<file path="src/xsfw_pkg.sv">
// shared constants, types and tables of the xorshift fill word generator
`default_nettype none

package xsfw_pkg;

	localparam int WORDS_PER_INTERVAL = 64;
	localparam int OFF_W              = $clog2(WORDS_PER_INTERVAL);
	localparam int NZ_W               = $clog2(WORDS_PER_INTERVAL + 1);
	localparam int WORD_W             = 64;
	localparam int FILL_W             = 29;
	localparam int PCT_W              = 7;
	localparam int PCT_ENTRIES        = 1 << PCT_W;
	localparam int PCT_FULL           = 100;
	localparam int CFG_IDX_W          = 2;

	localparam int SHIFT_A_LEFT  = 23;
	localparam int SHIFT_A_RIGHT = 17;
	localparam int SHIFT_B_RIGHT = 26;

	typedef enum logic [CFG_IDX_W-1:0] {
		CFG_SEED_FIRST     = 2'd0,
		CFG_SEED_SECOND    = 2'd1,
		CFG_FILL_WORDS     = 2'd2,
		CFG_RANDOM_PERCENT = 2'd3
	} cfg_reg_t;

	typedef struct packed {
		logic load_a;
		logic load_b;
		logic step;
	} gen_ctrl_t;

	typedef logic [NZ_W-1:0] nz_table_t [PCT_ENTRIES];

	// zero words at the head of each whole interval, none at or above full percent
	function automatic nz_table_t build_nz_table();
		nz_table_t tab;
		for (int p = 0; p < PCT_ENTRIES; p++) begin
			if (p >= PCT_FULL)
				tab[p] = '0;
			else
				tab[p] = NZ_W'((WORDS_PER_INTERVAL * (PCT_FULL - p)) / PCT_FULL);
		end
		return tab;
	endfunction

	localparam nz_table_t NZ_TABLE = build_nz_table();

endpackage

`default_nettype wire

</file>
<file path="src/xsfw_gen.sv">
// xorshift128+ state words with seed load and one-step advance
`default_nettype none

module xsfw_gen
	import xsfw_pkg::*;
(
	input  wire logic              clk,
	input  wire logic              arst_n,
	input  wire gen_ctrl_t         ctrl,
	input  wire logic [WORD_W-1:0] seed,
	output logic      [WORD_W-1:0] value
);

	logic [WORD_W-1:0] a_q;
	logic [WORD_W-1:0] b_q;
	logic [WORD_W-1:0] s1_mix;
	logic [WORD_W-1:0] b_next;

	always_comb begin
		s1_mix = a_q ^ (a_q << SHIFT_A_LEFT);
		b_next = s1_mix ^ b_q ^ (s1_mix >> SHIFT_A_RIGHT) ^ (b_q >> SHIFT_B_RIGHT);
		value  = b_next + b_q;
	end

	always_ff @(posedge clk or negedge arst_n) begin
		if (!arst_n) begin
			a_q <= WORD_W'(1);
			b_q <= WORD_W'(2);
		end else if (ctrl.load_a) begin
			a_q <= seed;
		end else if (ctrl.load_b) begin
			b_q <= seed;
		end else if (ctrl.step) begin
			a_q <= b_q;
			b_q <= b_next;
		end
	end

endmodule

`default_nettype wire

</file>
<file path="src/xorshift_fill_word_generator_unit.sv">
// top level of the xorshift fill word generator
`default_nettype none

// xorshift128+ word source with a buffer fill mode. Every input beat yields
// exactly one output beat, in the cycle after it is accepted; a new beat can
// be taken every cycle unless output is held back, as the whole generator
// step and fill position update sit between the input handshake and the single
// output register. tuser selects a plain draw (0) or the next fill word (1);
// tdata bit 0 restarts the fill at word 0. tlast marks the last word of a fill
// buffer. Zeroed fill words leave the generator untouched. Writing either seed
// register reloads the matching state word; the port never stalls.
module xorshift_fill_word_generator_unit
	import xsfw_pkg::*;
(
	input  wire logic                 clk,
	input  wire logic                 arst_n,
	// configuration writes
	input  wire logic                 cfg_valid,
	output logic                      cfg_ready,
	input  wire logic [CFG_IDX_W-1:0] cfg_index,
	input  wire logic [WORD_W-1:0]    cfg_data,
	// request beats
	input  wire logic                 s_tvalid,
	output logic                      s_tready,
	input  wire logic [7:0]           s_tdata,  // [0] first_word, rest zero
	input  wire logic                 s_tuser,  // [0] req_type
	// result beats
	output logic                      m_tvalid,
	input  wire logic                 m_tready,
	output logic      [WORD_W-1:0]    m_tdata,  // [63:0] word_value
	output logic                      m_tlast   // last_word
);

	logic [FILL_W-1:0] fill_words_q;
	logic [PCT_W-1:0]  pct_q;
	logic [FILL_W-1:0] pos_q;
	logic [FILL_W-1:0] base_q;
	logic [OFF_W-1:0]  off_q;

	logic              out_valid_q;
	logic [WORD_W-1:0] out_word_q;
	logic              out_last_q;

	logic              cfg_fire;
	logic              in_fire;
	logic              is_fill;
	logic              restart;
	logic [FILL_W-1:0] pos;
	logic [FILL_W-1:0] base;
	logic [OFF_W-1:0]  off;
	logic [FILL_W:0]   pos_inc;
	logic              whole_iv;
	logic [NZ_W-1:0]   n_zeros;
	logic              zero_word;
	logic              last;
	logic [WORD_W-1:0] gen_value;
	gen_ctrl_t         gen_ctrl;

	assign cfg_ready = 1'b1;
	assign cfg_fire  = cfg_valid && cfg_ready;
	assign s_tready  = !out_valid_q || m_tready;
	assign in_fire   = s_tvalid && s_tready;
	assign is_fill   = s_tuser;
	assign restart   = s_tdata[0];

	always_comb begin
		pos      = restart ? '0 : pos_q;
		base     = restart ? '0 : base_q;
		off      = restart ? '0 : off_q;
		pos_inc  = {1'b0, pos} + (FILL_W+1)'(1);
		// current interval is whole when it ends within the buffer
		whole_iv = ({1'b0, base} + (FILL_W+1)'(WORDS_PER_INTERVAL)) <= {1'b0, fill_words_q};
		n_zeros  = NZ_TABLE[pct_q];
		zero_word = is_fill && whole_iv && ((NZ_W+1)'(off) < (NZ_W+1)'(n_zeros));
		last     = is_fill && (pos_inc >= {1'b0, fill_words_q});

		gen_ctrl.load_a = cfg_fire && (cfg_reg_t'(cfg_index) == CFG_SEED_FIRST);
		gen_ctrl.load_b = cfg_fire && (cfg_reg_t'(cfg_index) == CFG_SEED_SECOND);
		gen_ctrl.step   = in_fire && !zero_word;
	end

	xsfw_gen u_gen (
		.clk    (clk),
		.arst_n (arst_n),
		.ctrl   (gen_ctrl),
		.seed   (cfg_data),
		.value  (gen_value)
	);

	always_ff @(posedge clk or negedge arst_n) begin
		if (!arst_n) begin
			fill_words_q <= FILL_W'(64);
			pct_q        <= PCT_W'(PCT_FULL);
		end else if (cfg_fire) begin
			unique case (cfg_reg_t'(cfg_index))
				CFG_FILL_WORDS:     fill_words_q <= cfg_data[FILL_W-1:0];
				CFG_RANDOM_PERCENT: pct_q        <= cfg_data[PCT_W-1:0];
				default: ;
			endcase
		end
	end

	// fill position with its interval start and offset kept alongside
	always_ff @(posedge clk or negedge arst_n) begin
		if (!arst_n) begin
			pos_q  <= '0;
			base_q <= '0;
			off_q  <= '0;
		end else if (in_fire && is_fill) begin
			if (last) begin
				pos_q  <= '0;
				base_q <= '0;
				off_q  <= '0;
			end else begin
				pos_q <= pos_inc[FILL_W-1:0];
				if (off == OFF_W'(WORDS_PER_INTERVAL - 1)) begin
					base_q <= base + FILL_W'(WORDS_PER_INTERVAL);
					off_q  <= '0;
				end else begin
					off_q <= off + OFF_W'(1);
				end
			end
		end
	end

	always_ff @(posedge clk or negedge arst_n) begin
		if (!arst_n) begin
			out_valid_q <= 1'b0;
		end else if (in_fire) begin
			out_valid_q <= 1'b1;
		end else if (m_tready) begin
			out_valid_q <= 1'b0;
		end
	end

	always_ff @(posedge clk) begin
		if (in_fire) begin
			out_word_q <= zero_word ? '0 : gen_value;
			out_last_q <= last;
		end
	end

	assign m_tvalid = out_valid_q;
	assign m_tdata  = out_word_q;
	assign m_tlast  = out_last_q;

endmodule

`default_nettype wire
</file>
<file path="config.mk">
export PLATFORM = sky130hd
export DESIGN_NAME = xorshift_fill_word_generator_unit
export DESIGN_NICKNAME = d
export VERILOG_FILES = /design/src/xsfw_pkg.sv /design/src/xsfw_gen.sv /design/src/xorshift_fill_word_generator_unit.sv
export SDC_FILE = /design/constraint.sdc
export NUM_CORES = 1
export LEC_CHECK = 0
export ABC_AREA = 1
export BUFFER_PORTS_ARGS = -buffer_cell sky130_fd_sc_hd__buf_4
export CORE_ASPECT_RATIO = 0.7
export CORE_MARGIN = 4
export CORE_UTILIZATION = 55
export DETAILED_ROUTE_END_ITERATION = 8
export PLACE_DENSITY = 0.7
export SYNTH_ARGS = -nofsm -noshare
export SYNTH_HDL_FRONTEND = slang
export SYNTH_SLANG_ARGS = --single-unit
</file>
<file path="constraint.sdc">
create_clock -name clk -period 9.4 [get_ports clk]
set_input_delay 0 -clock clk [delete_from_list [all_inputs] [get_ports clk]]
set_output_delay 0 -clock clk [all_outputs]
set_load 0.1 [all_outputs]
</file>
==> flow_summary.ini <==
[global_routing]
grt_pass1_vias = 20400
track_usage_pct = 33.6
grt_max_degree = 101
antenna_found_initial = 0
overflow = 0
grt_pass1_wl_um = 120000

[logic_synthesis]
yosys_warnings = 0
syn_inst = 3178
avgSynthCellArea_um2 = 7.31
syn-num-nets = 3393
async_flop_share_pct = 77.9
synth_flop_cell = dfrtp_1
mappedNetlistArea_mm2 = 0.0232
ys_types = 52
synth-seq-area-share_pct = 33.1
synth_edf_count = 65
synth_seq_cells = 294

[cts]
clock-sinks = 294
clockBufferDepth = 3
root_buffer = clkbuf_16
htreeDepth = 2
clkTransAtPathRegs_ns = 0.06
postCtsSetupRepairBufs = 0
clk-insertion-delay-late_ns = 0.55
cts_inserted_buffers = 34
cts_tree = built

[floorplanning]
fp.dieW_um = 254
start_util_pct = 56.2
pin_count = 148
fp.coreArea_mm2 = 0.0413
fp.dieH_um = 180
dieArea_mm2 = 0.0456
rows = 62

[worst_setup_path]
cp-startpoint = base_q[6]
path_max_fanout = 65
slowest_delay_ns = 0.68
cp_common_cell = nand2_1
crit_type = reg -> reg
required_ns = 9.82
crit_arrival_ns = 6.39
worstSetupStartpointType = flop
critPathSlowestCell = nand2_4
crit_path_end = u_gen.b_q[58]
reg2reg_depth = 27
reg2reg_from = base_q[6]
worstSetupEndpointType = flop
reg2reg_to = u_gen.b_q[58]
reg2reg_slack_ns = 3.44

[layout]
post_route_cells_drive_above_1_share_pct = 9.87
fin_nets = 3534
fill_cells = 3764
syn_to_final_growth_pct = 12.7

[detailed_routing]
first_pass_iters = 9
wire_per_inst_um = 20.1
viasPerCell = 5.74
drt-total-wl_um = 78000
drc = 0
ant_nets = 0
drtIter0Drc = 2774
num_vias = 22300

[timing]
relSlewSlack_pct = 18.2
fin_crit_sh_pct = 63.4
hold_viol = 0
rsz0062_at_grt = false
period_minus_slack_ns = 5.96
fmax_mhz = 168
maxSlewViolCount = 0
finalSetupViolCount = 0
finalClockSkew_ns = 0.0217
tightest_slew_ns = 1.22
timing.setup.tns_ns = 0

[outcome]
status = complete, no violations

[placed_design]
place.gp.congestion = 1.03
dp_hpwl_um = 59500
portBuffers = 139

[run]
cap_violations = 0

[min_path]
min_path_type = in -> reg
worst min path at each step:
stage                          start       endpoint  slack, ns  cells past startpoint
after CTS                 s_tdata[0]       off_q[0]       0.02                      3
after global placement        arst_n  u_gen.b_q[53]       0.09                      1
after detailed placement      arst_n  u_gen.b_q[53]       0.09                      1
after floorplan               arst_n      base_q[0]      -0.30                      0
final                     s_tdata[0]       off_q[0]       0.04                      3
after global routing      s_tdata[0]       pos_q[0]       0.09                      3
synth_stat cells (4+ instances only):
library cell | count | area, um2
nand2_1 | 864 | 3240
inv_1 | 373 | 1400
nor2_1 | 256 | 961
o21ai_0 | 254 | 1270
dfrtp_1 | 223 | 5580
nand3_1 | 188 | 941
xor2_1 | 153 | 1340
a21oi_1 | 141 | 706
ha_1 | 134 | 1680
xnor2_1 | 129 | 1130
edfxtp_1 | 65 | 1950
nand3_2 | 62 | 621
nand4_1 | 48 | 300
clkbuf_1 | 44 | 165
buf_2 | 27 | 135
nor3_1 | 18 | 90.1
o21bai_1 | 17 | 128
buf_1 | 15 | 56.3
nor4_1 | 14 | 87.6
buf_6 | 12 | 135
buf_4 | 10 | 75.1
mux2_2 | 10 | 113
o211ai_1 | 10 | 75.1
o22ai_1 | 9 | 56.3
nor2_2 | 8 | 50.1
nor2_4 | 8 | 90.1
o21a_1 | 8 | 60.1
a31oi_1 | 7 | 43.8
a21o_1 | 6 | 45.0
buf_12 | 6 | 120
dfstp_2 | 6 | 158
nand2_2 | 6 | 37.5
or2_2 | 6 | 37.5
a21boi_0 | 5 | 37.5
nand2_4 | 5 | 56.3
o21ai_1 | 4 | 20.0
registers in the layout, summed over array words and instances (netlist names):
signal        flops
pos_q            29
m_tdata          64
m_tvalid          1
u_gen.b_q        64
m_tlast           1
pct_q             7
off_q             6
fill_words_q     29
u_gen.a_q        64
base_q           29
critical path, delay by kind of cell (launching register included):
kind / cells / cell delay (ns)
and+or+nand+nor: 21 / 4.11
xor gates and xnor gates: 1 / 0.15
buffers and inverters: 3 / 0.68
DFF: 1 / 0.37
adders and majority gates: 2 / 0.44
cell families after synthesis:
group | share of synthesized area (%)
AO/OA/AOI/OAI | 10.8
AND/OR/NAND/NOR | 28.4
multiplexers | 0.485
adder cells (fa/ha/maj) | 7.31
buffers and inverters | 9.32
other | 0.0161
XOR/XNOR | 10.6
flip-flops | 33.1
area by class of cell:
class	instances	area, um2	share of cell area (%)
timing repair buffer	222	1840	7.04
sequential	294	7690	29.4
antenna	1	2.50	0.00956
tap	544	681	2.60
inverter	380	1430	5.47
clock inverter	17	203	0.774
multi-input combinational	2387	13400	51.2
clock buffer	42	922	3.52
through the flow:
step	cell area, um2	util [%]	hold slack [ns]	setup slack [ns]	std cells
2_1_floorplan	23200	-	-0.296	5.33	3178
3_3_place_gp	24400	59.0	0.0904	3.50	3759
3_5_place_dp	24400	59.0	0.0900	3.38	3759
4_1_cts	26200	63.3	0.0249	3.61	3886
5_1_grt	26200	63.3	0.0856	3.09	3886
6_report	26200	63.3	0.0421	3.44	3887
layout by cell type (no fill, tap or decap), types with 5 or more instances in the layout:
cell type / n
nand2_1: 864
inv_1: 372
nor2_1: 254
o21ai_0: 254
dfrtp_1: 223
nand3_1: 185
xor2_1: 153
buf_4: 153
a21oi_1: 141
ha_1: 134
xnor2_1: 129
dlygate4sd3_1: 68
edfxtp_1: 65
nand3_2: 63
nand4_1: 48
clkbuf_16: 35
nor3_1: 18
o21bai_1: 17
nor4_1: 14
o211ai_1: 10
mux2_2: 10
nor2_2: 9
nor2_4: 9
o22ai_1: 9
o21a_1: 8
a31oi_1: 7
clkinv_2: 7
or2_2: 6
nand2_2: 6
clkinv_1: 6
a21o_1: 6
dfstp_2: 6
a21boi_0: 5
nand2_4: 5
clkbuf_1: 5
per-layer routing:
metal	GRT usage (%)	vias up	part of all wire [%]
li1	-	10500	-
met1	53.3	10500	47
met2	44.0	1137	38
met3	11.4	114	14
met4	6.02	0	1.9
met5	0	-	0
timing repair:
| action | in CTS | in global routing |
|---|---|---|
| gates resized for setup | 0 | 0 |
| hold buffers | 68 | 0 |
| hold endpoints to repair | 253 | 0 |
Power is not shown: default switching activity piles up to over one toggle a cycle in this logic, so the estimate is an artifact.
